## src/tdcrd_pkg.sv

```systemverilog
// ============================================================================
// tdcrd_pkg: shared types and constants of the readout packet decoder
// Word masks, fault bit positions, register indexes and the result beat.
// ============================================================================
package tdcrd_pkg;

   localparam int MAX_WORDS_DEFAULT = 256;

   localparam int WORD_W  = 32;
   localparam int CHAN_W  = 5;
   localparam int TIME_W  = 17;
   localparam int ID_W    = 12;
   localparam int HITS_W  = 9;
   localparam int ERR_W   = 14;
   localparam int FAULT_W = 6;
   localparam int CSR_IDX_W  = 4;
   localparam int CSR_DATA_W = 32;

   localparam logic [HITS_W-1:0] HITS_MAX = '1;

   // Word type masks; inside a packet trailer, error and measurement are tested in that order
   localparam logic [WORD_W-1:0] TRAILER_MASK = 32'hC000_0000;
   localparam logic [WORD_W-1:0] HEADER_MASK  = 32'hA000_0000;
   localparam logic [WORD_W-1:0] ERROR_MASK   = 32'h6000_0000;
   localparam logic [WORD_W-1:0] MEAS_MASK    = 32'h3000_0000;

   // Fault bits of the summary
   localparam logic [FAULT_W-1:0] F_NOHDR = 6'h01;
   localparam logic [FAULT_W-1:0] F_OVF   = 6'h02;
   localparam logic [FAULT_W-1:0] F_COUNT = 6'h04;
   localparam logic [FAULT_W-1:0] F_ID    = 6'h08;
   localparam logic [FAULT_W-1:0] F_BAD   = 6'h10;
   localparam logic [FAULT_W-1:0] F_OFF   = 6'h20;

   // Register indexes
   localparam logic [CSR_IDX_W-1:0] CSR_ENABLED_CHANNEL = 4'd0;
   localparam logic [CSR_IDX_W-1:0] CSR_CHANNELS_ON     = 4'd1;

   localparam logic KIND_HIT     = 1'b0;
   localparam logic KIND_SUMMARY = 1'b1;

   typedef struct packed {
      logic [CHAN_W-1:0] enabled_channel;
      logic              channels_on;
   } cfg_type;

   typedef struct packed {
      logic               kind;
      logic [CHAN_W-1:0]  channel;
      logic               edge_res;
      logic               hit_error;
      logic [TIME_W-1:0]  time_count;
      logic               wrong_channel;
      logic [ID_W-1:0]    event_id;
      logic [ID_W-1:0]    bunch_id;
      logic [HITS_W-1:0]  hit_count;
      logic [ERR_W-1:0]   error_flags;
      logic [FAULT_W-1:0] fault_mask;
   } rsp_type;

endpackage

```

## src/tdcrd_if.sv

```systemverilog
// ============================================================================
// tdcrd_if: valid/ready channels of the readout packet decoder
// Word input, result output and register write channels.
// ============================================================================
interface tdcrd_req_if;
   logic                             valid;
   logic                             ready;
   logic [tdcrd_pkg::WORD_W-1:0]     word;

   modport source (output valid, output word, input ready);
   modport sink   (input valid, input word, output ready);
endinterface

interface tdcrd_rsp_if;
   logic                             valid;
   logic                             ready;
   logic                             kind;
   logic [tdcrd_pkg::CHAN_W-1:0]     channel;
   logic                             edge_res;
   logic                             hit_error;
   logic [tdcrd_pkg::TIME_W-1:0]     time_count;
   logic                             wrong_channel;
   logic [tdcrd_pkg::ID_W-1:0]       event_id;
   logic [tdcrd_pkg::ID_W-1:0]       bunch_id;
   logic [tdcrd_pkg::HITS_W-1:0]     hit_count;
   logic [tdcrd_pkg::ERR_W-1:0]      error_flags;
   logic [tdcrd_pkg::FAULT_W-1:0]    fault_mask;

   modport source (output valid, output kind, output channel, output edge_res,
                   output hit_error, output time_count, output wrong_channel,
                   output event_id, output bunch_id, output hit_count,
                   output error_flags, output fault_mask, input ready);
   modport sink   (input valid, input kind, input channel, input edge_res,
                   input hit_error, input time_count, input wrong_channel,
                   input event_id, input bunch_id, input hit_count,
                   input error_flags, input fault_mask, output ready);
endinterface

interface tdcrd_csr_if;
   logic                              valid;
   logic                              ready;
   logic [tdcrd_pkg::CSR_IDX_W-1:0]   index;
   logic [tdcrd_pkg::CSR_DATA_W-1:0]  data;

   modport source (output valid, output index, output data, input ready);
   modport sink   (input valid, input index, input data, output ready);
endinterface

```

## src/tdcrd_csr.sv

```systemverilog
// ============================================================================
// tdcrd_csr: configuration registers
// Holds the enabled channel and the channels-on flag; writes always taken.
// ============================================================================
module tdcrd_csr (
   input  logic                clock,
   input  logic                reset,
   tdcrd_csr_if.sink           csr_bus,
   output tdcrd_pkg::cfg_type  cfg
);

   tdcrd_pkg::cfg_type cfg_ff;
   tdcrd_pkg::cfg_type cfg_in;

   assign csr_bus.ready = 1'b1;
   assign cfg = cfg_ff;

   always_comb begin
      cfg_in = cfg_ff;
      if (csr_bus.valid) begin
         unique case (csr_bus.index)
            tdcrd_pkg::CSR_ENABLED_CHANNEL: begin
               cfg_in.enabled_channel = csr_bus.data[tdcrd_pkg::CHAN_W-1:0];
            end
            tdcrd_pkg::CSR_CHANNELS_ON: begin
               cfg_in.channels_on = csr_bus.data[0];
            end
            default: begin
               cfg_in = cfg_ff;
            end
         endcase
      end
   end

   always_ff @(posedge clock) begin
      if (reset) begin
         cfg_ff.enabled_channel <= '0;
         cfg_ff.channels_on     <= 1'b1;
      end else begin
         cfg_ff <= cfg_in;
      end
   end

endmodule

```

## src/tdcrd_core.sv

```systemverilog
// ============================================================================
// tdcrd_core: packet state and word decode
// Classifies one word per step, updates packet state, forms hit or summary.
// ============================================================================
module tdcrd_core #(
   parameter int MAX_WORDS = tdcrd_pkg::MAX_WORDS_DEFAULT
) (
   input  logic                               clock,
   input  logic                               reset,
   input  logic                               step,
   input  logic [tdcrd_pkg::WORD_W-1:0]       word,
   input  tdcrd_pkg::cfg_type                 cfg,
   output logic                               res_valid,
   output tdcrd_pkg::rsp_type                 res
);

   localparam int CW   = $clog2(MAX_WORDS + 1);
   localparam int CMPW = (CW > 12) ? CW : 12;
   localparam logic [CW-1:0] MAX_CNT = CW'(MAX_WORDS);
   localparam logic [CW-1:0] ONE_CNT = CW'(1);

   logic                           in_pkt_ff,  in_pkt_in;
   logic [CW-1:0]                  cnt_ff,     cnt_in;
   logic [tdcrd_pkg::ID_W-1:0]     eid_ff,     eid_in;
   logic [tdcrd_pkg::ID_W-1:0]     bid_ff,     bid_in;
   logic [tdcrd_pkg::HITS_W-1:0]   hits_ff,    hits_in;
   logic [tdcrd_pkg::ERR_W-1:0]    err_ff,     err_in;
   logic [tdcrd_pkg::FAULT_W-1:0]  fault_ff,   fault_in;

   logic [CW-1:0]                  cnt_next;
   logic [CW-1:0]                  cnt_chk;
   logic                           is_trl, is_hdr, is_err, is_meas;
   logic                           ovf;
   logic [tdcrd_pkg::FAULT_W-1:0]  chk_faults;
   logic [tdcrd_pkg::FAULT_W-1:0]  off_fault;

   assign cnt_next = cnt_ff + ONE_CNT;
   assign cnt_chk  = in_pkt_ff ? cnt_next : ONE_CNT;
   assign ovf      = cnt_chk >= MAX_CNT;

   assign is_trl  = (word & tdcrd_pkg::TRAILER_MASK) == tdcrd_pkg::TRAILER_MASK;
   assign is_hdr  = (word & tdcrd_pkg::HEADER_MASK)  == tdcrd_pkg::HEADER_MASK;
   assign is_err  = (word & tdcrd_pkg::ERROR_MASK)   == tdcrd_pkg::ERROR_MASK;
   assign is_meas = (word & tdcrd_pkg::MEAS_MASK)    == tdcrd_pkg::MEAS_MASK;

   // Trailer checks: word count and event ID
   always_comb begin
      chk_faults = '0;
      if (CMPW'(word[11:0]) != CMPW'(cnt_chk)) begin
         chk_faults = chk_faults | tdcrd_pkg::F_COUNT;
      end
      if (word[23:12] != (in_pkt_ff ? eid_ff : '0)) begin
         chk_faults = chk_faults | tdcrd_pkg::F_ID;
      end
   end

   assign off_fault = cfg.channels_on ? '0 : tdcrd_pkg::F_OFF;

   always_comb begin
      in_pkt_in = in_pkt_ff;
      cnt_in    = cnt_ff;
      eid_in    = eid_ff;
      bid_in    = bid_ff;
      hits_in   = hits_ff;
      err_in    = err_ff;
      fault_in  = fault_ff;
      res_valid = 1'b0;
      res       = '0;
      if (!in_pkt_ff) begin
         if (is_trl) begin
            // Lone trailer: summary of an empty packet
            res_valid      = 1'b1;
            res.kind       = tdcrd_pkg::KIND_SUMMARY;
            res.fault_mask = tdcrd_pkg::F_NOHDR | chk_faults | off_fault
                             | (ovf ? tdcrd_pkg::F_OVF : '0);
            cnt_in   = '0;
            eid_in   = '0;
            bid_in   = '0;
            hits_in  = '0;
            err_in   = '0;
            fault_in = '0;
         end else begin
            in_pkt_in = 1'b1;
            cnt_in    = ONE_CNT;
            eid_in    = word[23:12];
            bid_in    = word[11:0];
            hits_in   = '0;
            err_in    = '0;
            fault_in  = is_hdr ? '0 : tdcrd_pkg::F_NOHDR;
         end
      end else begin
         cnt_in = cnt_next;
         priority if (is_trl || ovf) begin
            res_valid      = 1'b1;
            res.kind       = tdcrd_pkg::KIND_SUMMARY;
            res.event_id   = eid_ff;
            res.bunch_id   = bid_ff;
            res.hit_count  = hits_ff;
            res.error_flags = err_ff;
            res.fault_mask = fault_ff | off_fault
                             | (ovf ? tdcrd_pkg::F_OVF : '0)
                             | (is_trl ? chk_faults : '0);
            in_pkt_in = 1'b0;
            cnt_in    = '0;
            eid_in    = '0;
            bid_in    = '0;
            hits_in   = '0;
            err_in    = '0;
            fault_in  = '0;
         end else if (is_err) begin
            err_in = err_ff | word[tdcrd_pkg::ERR_W-1:0];
         end else if (is_meas) begin
            res_valid         = 1'b1;
            res.kind          = tdcrd_pkg::KIND_HIT;
            res.channel       = word[23:19];
            res.edge_res      = word[18];
            res.hit_error     = word[17];
            res.time_count    = word[16:0];
            res.wrong_channel = word[23:19] != cfg.enabled_channel;
            if (hits_ff != tdcrd_pkg::HITS_MAX) begin
               hits_in = hits_ff + 1'b1;
            end
         end else begin
            fault_in = fault_ff | tdcrd_pkg::F_BAD;
         end
      end
   end

   always_ff @(posedge clock) begin
      if (reset) begin
         in_pkt_ff <= 1'b0;
         cnt_ff    <= '0;
         eid_ff    <= '0;
         bid_ff    <= '0;
         hits_ff   <= '0;
         err_ff    <= '0;
         fault_ff  <= '0;
      end else if (step) begin
         in_pkt_ff <= in_pkt_in;
         cnt_ff    <= cnt_in;
         eid_ff    <= eid_in;
         bid_ff    <= bid_in;
         hits_ff   <= hits_in;
         err_ff    <= err_in;
         fault_ff  <= fault_in;
      end
   end

endmodule

```

## src/tdc_readout_packet_decoder_top.sv

```systemverilog
// ============================================================================
// tdc_readout_packet_decoder_top: readout word stream decoder
// Parses packets of 32-bit readout words into hit and summary beats.
// ============================================================================
//
//   channel   direction  payload                                  role
//   req_bus   in         word[31:0]                               readout words
//   rsp_bus   out        kind, hit fields, summary fields         hit / summary
//   csr_bus   in         index[3:0], data[31:0]                   register writes
//
// One word per cycle sustained while rsp_bus is ready. Each word passes an
// input register, then is decoded against the packet state into the result
// register, which drives the beat. Reset is synchronous and clears the packet
// state, channels_on returns to 1. A stalled rsp_bus holds the result
// register; the input register still takes one more word, and req_bus.ready
// drops only while both registers are full and the result waits.
//
module tdc_readout_packet_decoder_top #(
   parameter int MAX_WORDS = tdcrd_pkg::MAX_WORDS_DEFAULT
) (
   input  logic         clock,
   input  logic         reset,
   tdcrd_req_if.sink    req_bus,
   tdcrd_rsp_if.source  rsp_bus,
   tdcrd_csr_if.sink    csr_bus
);

   tdcrd_pkg::cfg_type             cfg;

   logic                           in_valid_ff;
   logic                           in_valid_in;
   logic [tdcrd_pkg::WORD_W-1:0]   word_ff;

   logic                           rsp_valid_ff;
   logic                           rsp_valid_in;
   tdcrd_pkg::rsp_type             rsp_ff;

   logic                           advance;
   logic                           step;
   logic                           res_valid;
   tdcrd_pkg::rsp_type             res;

   // Advance the pipe whenever the result slot is empty or being drained
   assign advance       = !rsp_valid_ff || rsp_bus.ready;
   assign step          = in_valid_ff && advance;
   assign req_bus.ready = !in_valid_ff || advance;

   always_comb begin
      in_valid_in = in_valid_ff;
      if (req_bus.ready) begin
         in_valid_in = req_bus.valid;
      end
      rsp_valid_in = rsp_valid_ff;
      if (advance) begin
         rsp_valid_in = step && res_valid;
      end
   end

   always_ff @(posedge clock) begin
      if (reset) begin
         in_valid_ff  <= 1'b0;
         rsp_valid_ff <= 1'b0;
      end else begin
         in_valid_ff  <= in_valid_in;
         rsp_valid_ff <= rsp_valid_in;
      end
   end

   // Load payloads; no reset needed
   always_ff @(posedge clock) begin
      if (req_bus.ready && req_bus.valid) begin
         word_ff <= req_bus.word;
      end
      if (step && res_valid) begin
         rsp_ff <= res;
      end
   end

   tdcrd_csr u_csr (
      .clock   (clock),
      .reset   (reset),
      .csr_bus (csr_bus),
      .cfg     (cfg)
   );

   tdcrd_core #(
      .MAX_WORDS (MAX_WORDS)
   ) u_core (
      .clock     (clock),
      .reset     (reset),
      .step      (step),
      .word      (word_ff),
      .cfg       (cfg),
      .res_valid (res_valid),
      .res       (res)
   );

   assign rsp_bus.valid         = rsp_valid_ff;
   assign rsp_bus.kind          = rsp_ff.kind;
   assign rsp_bus.channel       = rsp_ff.channel;
   assign rsp_bus.edge_res      = rsp_ff.edge_res;
   assign rsp_bus.hit_error     = rsp_ff.hit_error;
   assign rsp_bus.time_count    = rsp_ff.time_count;
   assign rsp_bus.wrong_channel = rsp_ff.wrong_channel;
   assign rsp_bus.event_id      = rsp_ff.event_id;
   assign rsp_bus.bunch_id      = rsp_ff.bunch_id;
   assign rsp_bus.hit_count     = rsp_ff.hit_count;
   assign rsp_bus.error_flags   = rsp_ff.error_flags;
   assign rsp_bus.fault_mask    = rsp_ff.fault_mask;

endmodule

```

## src/flat_wrapper.sv

```systemverilog
// flat-port wrapper written by rule: the top's interface ports become plain ports
module tdc_readout_packet_decoder_top_flat 
#(
   parameter int MAX_WORDS = tdcrd_pkg::MAX_WORDS_DEFAULT
)
  (clock, reset, req_bus_valid, req_bus_word, req_bus_ready, rsp_bus_valid, rsp_bus_kind, rsp_bus_channel, rsp_bus_edge_res, rsp_bus_hit_error, rsp_bus_time_count, rsp_bus_wrong_channel, rsp_bus_event_id, rsp_bus_bunch_id, rsp_bus_hit_count, rsp_bus_error_flags, rsp_bus_fault_mask, rsp_bus_ready, csr_bus_valid, csr_bus_index, csr_bus_data, csr_bus_ready);
  tdcrd_req_if req_bus_i ();
  tdcrd_rsp_if rsp_bus_i ();
  tdcrd_csr_if csr_bus_i ();
  input  logic clock;
  input  logic reset;
  input wire logic [$bits(req_bus_i.valid)-1:0] req_bus_valid;
  input wire logic [$bits(req_bus_i.word)-1:0] req_bus_word;
  output wire logic [$bits(req_bus_i.ready)-1:0] req_bus_ready;
  output wire logic [$bits(rsp_bus_i.valid)-1:0] rsp_bus_valid;
  output wire logic [$bits(rsp_bus_i.kind)-1:0] rsp_bus_kind;
  output wire logic [$bits(rsp_bus_i.channel)-1:0] rsp_bus_channel;
  output wire logic [$bits(rsp_bus_i.edge_res)-1:0] rsp_bus_edge_res;
  output wire logic [$bits(rsp_bus_i.hit_error)-1:0] rsp_bus_hit_error;
  output wire logic [$bits(rsp_bus_i.time_count)-1:0] rsp_bus_time_count;
  output wire logic [$bits(rsp_bus_i.wrong_channel)-1:0] rsp_bus_wrong_channel;
  output wire logic [$bits(rsp_bus_i.event_id)-1:0] rsp_bus_event_id;
  output wire logic [$bits(rsp_bus_i.bunch_id)-1:0] rsp_bus_bunch_id;
  output wire logic [$bits(rsp_bus_i.hit_count)-1:0] rsp_bus_hit_count;
  output wire logic [$bits(rsp_bus_i.error_flags)-1:0] rsp_bus_error_flags;
  output wire logic [$bits(rsp_bus_i.fault_mask)-1:0] rsp_bus_fault_mask;
  input wire logic [$bits(rsp_bus_i.ready)-1:0] rsp_bus_ready;
  input wire logic [$bits(csr_bus_i.valid)-1:0] csr_bus_valid;
  input wire logic [$bits(csr_bus_i.index)-1:0] csr_bus_index;
  input wire logic [$bits(csr_bus_i.data)-1:0] csr_bus_data;
  output wire logic [$bits(csr_bus_i.ready)-1:0] csr_bus_ready;
  assign req_bus_i.valid = req_bus_valid;
  assign req_bus_i.word = req_bus_word;
  assign req_bus_ready = req_bus_i.ready;
  assign rsp_bus_valid = rsp_bus_i.valid;
  assign rsp_bus_kind = rsp_bus_i.kind;
  assign rsp_bus_channel = rsp_bus_i.channel;
  assign rsp_bus_edge_res = rsp_bus_i.edge_res;
  assign rsp_bus_hit_error = rsp_bus_i.hit_error;
  assign rsp_bus_time_count = rsp_bus_i.time_count;
  assign rsp_bus_wrong_channel = rsp_bus_i.wrong_channel;
  assign rsp_bus_event_id = rsp_bus_i.event_id;
  assign rsp_bus_bunch_id = rsp_bus_i.bunch_id;
  assign rsp_bus_hit_count = rsp_bus_i.hit_count;
  assign rsp_bus_error_flags = rsp_bus_i.error_flags;
  assign rsp_bus_fault_mask = rsp_bus_i.fault_mask;
  assign rsp_bus_i.ready = rsp_bus_ready;
  assign csr_bus_i.valid = csr_bus_valid;
  assign csr_bus_i.index = csr_bus_index;
  assign csr_bus_i.data = csr_bus_data;
  assign csr_bus_ready = csr_bus_i.ready;
  tdc_readout_packet_decoder_top #(.MAX_WORDS(MAX_WORDS)) u_core (.clock(clock), .reset(reset), .req_bus(req_bus_i), .rsp_bus(rsp_bus_i), .csr_bus(csr_bus_i));
endmodule
```

## config.mk

```make
export PLATFORM = sky130hd
export DESIGN_NAME = tdc_readout_packet_decoder_top_flat
export DESIGN_NICKNAME = d
export VERILOG_FILES = /design/src/tdcrd_pkg.sv /design/src/tdcrd_if.sv /design/src/tdcrd_csr.sv /design/src/tdcrd_core.sv /design/src/tdc_readout_packet_decoder_top.sv /design/src/flat_wrapper.sv
export SDC_FILE = /design/constraint.sdc
export NUM_CORES = 1
export LEC_CHECK = 0
export BUFFER_PORTS_ARGS = -buffer_cell sky130_fd_sc_hd__buf_2
export CORE_ASPECT_RATIO = 1.75
export CORE_MARGIN = 2
export CORE_UTILIZATION = 30
export CTS_CLUSTER_SIZE = 40
export DETAILED_ROUTE_END_ITERATION = 8
export SLEW_MARGIN = 0
export SYNTH_ARGS = -nofsm -noshare
export SYNTH_HDL_FRONTEND = slang
export SYNTH_SLANG_ARGS = --single-unit
```

## constraint.sdc

```tcl
create_clock -name clock -period 6 [get_ports clock]
set_clock_uncertainty 0.2 [all_clocks]
set_input_delay 0.6 -clock clock [delete_from_list [all_inputs] [get_ports clock]]
set_output_delay 0.6 -clock clock [all_outputs]
set_load 0.1 [all_outputs]
```

# Word-level counts from Yosys, hierarchy flattened
# Cells that the tools add are included.
# totals
ff_bits,182
out_inout_bits,82
word_cells,109
# op_classes
muxes,42
n_reduce_logical,17
addsub,2
magnitude_cmp,1
n_eq_ne,15
bitwise_logic,8
# op_table
operator,n
2-to-1 mux 12 bit,6
2-to-1 mux 9 bit,8
2-to-1 mux 14 bit,3
2-to-1 mux 6 bit,6
"adder 9 x 1 -> 9 bit, second input constant",2
bitwise OR 14 bit,1
2-to-1 mux 1 bit,13
inequality test 12 bit,1
inequality test 12 x 9 -> 1 bit,1
bitwise OR 6 bit,2
2-to-1 mux 5 bit,2
AND reduction 2 bit,5
">= comparator 9 bit, second input constant",1
"inequality test 3 x 1 -> 1 bit, second input constant",3
"inequality test 9 bit, second input constant",1
"== test 2 bit, second input constant",4
2-to-1 mux 4 bit,2
"inequality test 3 x 2 -> 1 bit, second input constant",2
bitwise OR 4 x 6 -> 6 bit,1
bitwise OR 6 x 2 -> 6 bit,1
bitwise OR 6 x 4 -> 6 bit,1
inequality test 5 bit,1
"== test 4 x 1 -> 1 bit, second input constant",1
logical NOT 4 bit,1
other kinds (10),16

# Depth between registers and ports, before layout
# Gate-level depths: netlist of the first run.
# depth
depth_word,9
mapped_depth,10

# Cells and area by module
# A second synthesis of the first run with hierarchy kept.
# unflattened
hier_cells,647
hier_area_um2,7500.9
# by_module_without_submodules
module,area_per_inst_um2,n_inst,cells_per_inst
tdcrd_core,3757.4,1,496
tdc_readout_packet_decoder_top,3435.8,1,122
tdcrd_csr,307.8,1,29

# Worst setup path after synthesis of the first run
# No wires, ideal clock.
# synth_timing
path_kind,reg-to-reg
start,register u_core.u_core.cnt_ff[0]
end,"register u_core.rsp_ff (netlist bit u_core.rsp_bus.bunch_id[0]), enable pin"
required_time_ns,5.367
t_arrival_ns,3.094
setup_slack_ns,2.273
synth_period_minus_slack_ns,3.727
setup_ns,0.433
stages_incl_launch_ff,8
n_path_buf,0
cell_sequence,dfxtp_1 > ha_1 > nand3_4 > or3_1 > nand3_1 > nand2_1 > a21o_1 > inv_1
# synth_between
elab_chain_cells,7
# synth_rtl
item,line_no,rtl
start: declaration,tdcrd_core.sv:23,"logic [CW-1:0] cnt_ff, cnt_in;"
start signal: assignment,tdcrd_core.sv:140,cnt_ff <= cnt_in;
adder 9 x 1 -> 9 bit,tdcrd_core.sv:37,assign cnt_next = cnt_ff + ONE_CNT;
2-to-1 mux 9 bit,tdcrd_core.sv:38,assign cnt_chk = in_pkt_ff ? cnt_next : ONE_CNT;
>= comparator 9 bit,tdcrd_core.sv:39,assign ovf = cnt_chk >= MAX_CNT;
logical OR 1 bit,tdcrd_core.sv:93,priority if (is_trl || ovf) begin
2-to-1 mux 1 bit,tdcrd_core.sv:93,
2-to-1 mux 1 bit,tdcrd_core.sv:69,if (!in_pkt_ff) begin
logical AND 1 bit,tdc_readout_packet_decoder_top.sv:74,if (step && res_valid) begin
end signal: assignment,tdc_readout_packet_decoder_top.sv:75,rsp_ff <= res;
end: declaration,tdc_readout_packet_decoder_top.sv:36,tdcrd_pkg::rsp_type rsp_ff;
# No other way between the ends.
# A chain may end at the register's enable or synchronous reset.

# Final worst setup path of the first run
# layout_timing
start,register u_core.u_core.cnt_ff[0]
end,"register u_core.rsp_ff (netlist bit u_core.rsp_bus.event_id[8]), enable pin"
# Same word-level chain as after synthesis.

==> results.ini, run 1 <==
[floorplanning]
placementRows = 73
die_area_mm2 = 0.0241
initial_core_util = 0.303
die_h_um = 204
die_x_um = 118
core_mm2 = 0.0226
ios = 155

[placed_design]
io_buffers = 122
hpwl_um = 10700
gp_congestion = 0.794
dp_cells = 959
placed_cell_area_mm2 = 0.00777

[grt]
grt_max_degree = 56
grt_pass1_wl_um = 23900
grtUsageTotal = 0.129
grt_overflow = 0
grt_pass1_vias = 4438
antenna_found_initial = 0

[worst_setup_path]
cp_max_fo = 55
critical_path_arrival_ns = 3.54
r2r_end = u_core.rsp_bus.event_id[8]
critPathCaptureType = flop
r2r_start = u_core.u_core.cnt_ff[0]
path_class = reg2reg
critPathLaunchType = flop
rrSetupSlack_ns = 2.40
r2r_cells = 8
required_ns = 5.94
endpoint = u_core.rsp_bus.event_id[8]
cp-startpoint = u_core.u_core.cnt_ff[0]

[cells_and_area]
final_util = 0.369
stdcell_area_mm2 = 0.00833
diodes = 0
fin_nets = 754
drive_above_1_share = 0.236
syn_to_final_growth_pct = 21.8
final_cells = 991

[detailed_routing]
routed_via_density = 4.60
vias = 4556
drt-initial-drc-count = 307
antenna_left = 0
drt-total-wl_um = 15400
dr.pass1.iters = 5
routedWlPerCell_um = 15.5
drc = 0

[clock_tree]
postCtsSetupRepairBufs = 0
clock_sinks = 174
numCtsBuffers = 17
htreeDepth = 4
ctsResizeCount = 0
insertion_delay_ns = 0.42
clockBufferDepth = 2
cts-root-buf = clkbuf_16
cts_tree = built
hold_buffers = 0
clkTransAtPathRegs_ns = 0.07

[sta]
finalMaxSlewViolations = 0
max_slew_margin = 0.148
fmax_ghz = 0.278
rsz0062_at_grt = false
post-route-period-util = 0.600
finalHoldViolations = 0
period_needed_ns = 3.60
tightest_slew_ns = 1.28
fin_tns_setup_ns = 0
setup_viol_count_final = 0

[logic_synthesis]
syn_avg_cell_area_um2 = 12.2
synth-async-reset-ratio = 0
yosys.cell_types.count = 49
syn_nets = 636
ys_warn_count = 0
synth_common_cells = edfxtp_1 (107), and2_1 (73), dfxtp_1 (67)
synth_most_common_cell = edfxtp_1
synth_edf_count = 107
syn_inst = 560
ys.flop_type = edfxtp_1
synth_top_area_frac = 0.470
synthDominantAreaCellType = edfxtp_1
synthTopCellsByArea = edfxtp_1 (47%), dfxtp_1 (20%), and2_1 (6.7%)
synth_area_mm2 = 0.00684
synth-seq-cells = 174
yosysSeqAreaShare = 0.666

[power]
max-vdd-ir-drop_v = 0.000198
p_per_area_mw_per_mm2 = 297
finalPower_mw = 2.48
leakagePower_nw = 3.28

[hold_path]
hold_path_class = in2reg

[flow_run]
drv_cap = 0

[outcome]
outcome = completed

[stage by stage]
step,worst slack [ns],hold WS (ns)
floorplan,2.27,0.229
global placement,2.41,0.239
detailed placement,2.35,0.247
CTS,2.31,0.128
global route,2.07,0.127
finish,2.40,0.147
[worst min path at each step]
stage                                        from                       to  slack, ns  cells after the start
after detailed placement  u_core.u_core.err_ff[7]  u_core.u_core.err_ff[7]       0.25                      2
after CTS                        req_bus_word[29]       u_core.word_ff[29]       0.13                      1
final                             req_bus_word[5]        u_core.word_ff[5]       0.15                      1
after global placement    u_core.u_core.err_ff[7]  u_core.u_core.err_ff[7]       0.24                      2
after global routing             req_bus_word[29]       u_core.word_ff[29]       0.13                      1
after floorplan           u_core.u_core.err_ff[0]  u_core.u_core.err_ff[0]       0.23                      2
[registers in the layout, summed over array words and instances, names as in the netlist, 2 cells and up]
| name | count |
|---|---|
| u_core.rsp_bus.time_count | 17 |
| u_core.u_core.hits_ff | 9 |
| u_core.rsp_bus.channel | 5 |
| u_core.u_csr.cfg | 6 |
| u_core.u_core.cnt_ff | 9 |
| u_core.rsp_bus.fault_mask | 6 |
| u_core.rsp_bus.hit_count | 9 |
| u_core.rsp_bus.bunch_id | 12 |
| u_core.u_core.bid_ff | 12 |
| u_core.u_core.err_ff | 14 |
| u_core.u_core.fault_ff | 2 |
| u_core.u_core.eid_ff | 12 |
| u_core.rsp_bus.error_flags | 14 |
| u_core.word_ff | 28 |
| u_core.rsp_bus.event_id | 12 |
[cell type report]
class | count | area [um2]
clock buffers | 17 | 425
fillers | 2238 | 14200
multi-input cells | 351 | 2160
repair buffers | 127 | 648
inverters | 7 | 27.5
well taps | 300 | 375
flip-flops and latches | 174 | 4550
clock inverters | 15 | 134
[worst max-delay path, stage by stage, from the launching register on]
cell	delay [ns]
dfxtp_1	0.47
ha_1	0.32
nand3_4	0.15
o21ai_0	0.49
nand3_1	0.14
nand2_1	0.10
a21o_1	0.14
clkinv_2	0.70
buf_4	0.56
[report_power, final]
group	leakage, nW	internal [mW]	switching (mW)
registers	1.67	1.29	0.0243
logic	1.33	0.0355	0.0851
clock network	0.274	0.576	0.464
total	3.28	1.90	0.574
[metal layers]
metal | part of all wire | up-vias | track usage | routed length (um)
met5 | 0 | - | 0 | 0
met4 | 0.028 | 0 | 0.0680 | 433
met3 | 0.037 | 21 | 0.0218 | 562
met2 | 0.53 | 115 | 0.233 | 8160
met1 | 0.40 | 2156 | 0.143 | 6200
li1 | - | 2264 | - | -
[layout by cell type (no fill, tap or decap), types with 2 or more instances in the layout]
cell type	instances
xnor2_1	14
mux2i_1	7
and3_1	6
nand3_1	13
clkbuf_16	17
clkinv_4	4
inv_6	5
edfxtp_1	107
nor2b_1	4
nor3_1	8
and2_1	73
clkinv_1	2
ha_1	3
buf_2	122
inv_1	6
nor2_1	41
a21oi_1	40
a21o_1	3
nor4_1	5
nand2b_1	2
nand2_1	26
o21a_1	3
nand4b_1	3
nand3b_1	7
a22o_1	24
dfxtp_1	67
or3_1	6
a22oi_1	7
xor2_1	3
nand4_1	3
clkinv_2	3
o21ai_0	29
buf_4	5
[kinds of logic after synthesis]
family,synth area share
AO/OA/AOI/OAI,0.112
XOR/XNOR,0.0218
adder cells (fa/ha/maj),0.00549
buffers and inverters,0.0205
flip-flops,0.666
multiplexers,0.0103
other,0.000549
AND/OR/NAND/NOR,0.163
Note: power is estimated with default switching activity, not from simulation.
==> run 2, diff against run 1 <==
==> constraint.sdc (replaced) <==
create_clock -name clock -period 3.7 [get_ports clock]
set_clock_uncertainty 0.2 [all_clocks]
set_input_delay 0.37 -clock clock [delete_from_list [all_inputs] [get_ports clock]]
set_output_delay 0.37 -clock clock [all_outputs]
set_load 0.1 [all_outputs]
==> run 2 against run 1 <==
Against the previous run:
- critical path depth did not move
- sequential power is 63% higher
- non-clock buffer count is 42 higher
- wire length up 2.2%
- count of clock-buffer cells in the layout is 2 higher
- hold slack worse by 0.084 ns
- sequential share of layout area fell by 3.0 points
- highest routed layer unchanged
==> results.ini, run 2 (same netlist as run 1, synthesis figures left out) <==
[power]
p_sw_mw = 0.915
power_frac_seq = 0.511
power.internal_mw = 3.26
clock_power_share = 0.434
p_sw_frac = 0.219
max-vdd-ir-drop_v = 0.000317
p_per_area_mw_per_mm2 = 474
combPwrFrac = 0.055
finalPower_mw = 4.18
leakagePower_nw = 3.46

[outcome]
outcome = completed

[worst_setup_path]
rrSetupSlack_ns = 0.66
path_class = reg2reg
required_ns = 3.62
r2r_end = u_core.rsp_bus.error_flags[5]
r2r_cells = 8
critPathLaunchType = flop
critical_path_arrival_ns = 2.95
r2r_start = u_core.u_core.cnt_ff[0]
cp_max_fo = 37
cp-startpoint = u_core.u_core.cnt_ff[0]
critPathCaptureType = flop

[clock_tree]
clkTransAtPathRegs_ns = 0.06
postCtsSetupRepairBufs = 0
clock_sinks = 174
cts-root-buf = clkbuf_16
numCtsBuffers = 17
clockBufferDepth = 2
htreeDepth = 4
insertion_delay_ns = 0.43
cts_tree = built

[floorplanning]
placementRows = 73
core_mm2 = 0.0226
die_x_um = 118
die_h_um = 204
initial_core_util = 0.303
die_area_mm2 = 0.0241
ios = 155

[detailed_routing]
vias = 4728
drc = 0
routedWlPerCell_um = 15.2
drt-total-wl_um = 15700
antenna_left = 0
drt-initial-drc-count = 289
routed_via_density = 4.58
dr.pass1.iters = 5

[placed_design]
hpwl_um = 10800
gp_congestion = 0.825
io_buffers = 122

[cells_and_area]
fin_nets = 796
largest_reg_flops = 28
final_cell_mix = buf_2 (122), edfxtp_1 (107), and2_1 (73), dfxtp_1 (67)
drive_above_1_share = 0.232
syn_to_final_growth_pct = 28.8
diodes = 0
final_common_cell = buf_2
largest_register = u_core.word_ff

[hold_path]
min_to = u_core.rsp_bus.valid
hold_start = rsp_bus_ready
whs_path_depth = 3
hold_path_class = in2reg

[grt]
grtUsageTotal = 0.132
grt_max_degree = 42
antenna_found_initial = 0
grt_pass1_wl_um = 24200
grt_overflow = 0
grt_pass1_vias = 4533

[sta]
holdWs_ns = 0.0626
max_slew_margin = 0.543
setup_viol_count_final = 0
post-route-period-util = 0.821
period_needed_ns = 3.04
fin_tns_setup_ns = 0
finalMaxSlewViolations = 0
fmax_ghz = 0.329
rsz0062_at_grt = false
tightest_slew_ns = 0.685
finalHoldViolations = 0

[flow_run]
drv_cap = 0

-- run 2: power groups by stage --
stage                     clock, mW  sequential, mW  combinational [mW]
after floorplan                   0            2.20              0.0985
after global placement            0            2.18               0.202
after detailed placement          0            2.18               0.203
after CTS                      1.86            2.13               0.233
after global routing           1.93            2.14               0.250
final                          1.81            2.13               0.230
-- run 2: how the worst max path moves through the flow --
stage / endpoint / slack [ns] / depth (start not counted)
CTS: u_core.rsp_bus.error_flags[5] / 0.66 / 8
finish: u_core.rsp_bus.error_flags[5] / 0.66 / 8
floorplan: u_core.word_ff[0] / 0.33 / 2
detailed placement: u_core.rsp_bus.hit_count[6] / 0.64 / 8
global placement: u_core.rsp_bus.hit_count[2] / 0.70 / 8
global route: u_core.rsp_bus.time_count[6] / 0.45 / 8
-- run 2: layout make-up --
| cell class | instances | area, um2 |
|---|---|---|
| Tap cell | 300 | 375 |
| Inverter | 7 | 30.0 |
| Fill cell | 2177 | 13800 |
| Sequential cell | 174 | 4550 |
| Multi-Input combinational cell | 351 | 2160 |
| Clock buffer | 19 | 443 |
| Timing Repair Buffer | 169 | 1080 |
| Clock inverter | 12 | 159 |
-- run 2: routing by layer --
layer | up-vias | wire [um] | GRT usage
li1 | 2347 | - | -
met1 | 2254 | 6400 | 0.150
met2 | 107 | 8470 | 0.238
met3 | 20 | 488 | 0.0252
met4 | 0 | 325 | 0.0572
met5 | - | 0 | 0
-- run 2: metrics by stage --
step	cells	worst slack, ns	instance area (um2)	util
after detailed placement	966	0.643	7850	0.348
after global placement	966	0.705	7850	0.348
after CTS	1032	0.657	8800	0.390
after global routing	1032	0.450	8800	0.390
after floorplan	560	0.330	6840	-
final	1032	0.662	8800	0.390
-- run 2: critical path, stage by stage (launching register included) --
cell and delay, ns:
dfxtp_1 0.45, ha_1 0.33, nand3_4 0.15, or3_1 0.47, nand3_1 0.12, nand2_1 0.06
a21o_1 0.25, clkinvlp_4 0.38, buf_12 0.28
-- run 2: what timing repair did --
item | CTS | global route
hold endpoints to repair | 35 | 0
resized for setup | 0 | 0
endpoints found under the setup margin | 0 | 0
hold buffers | 35 | 0
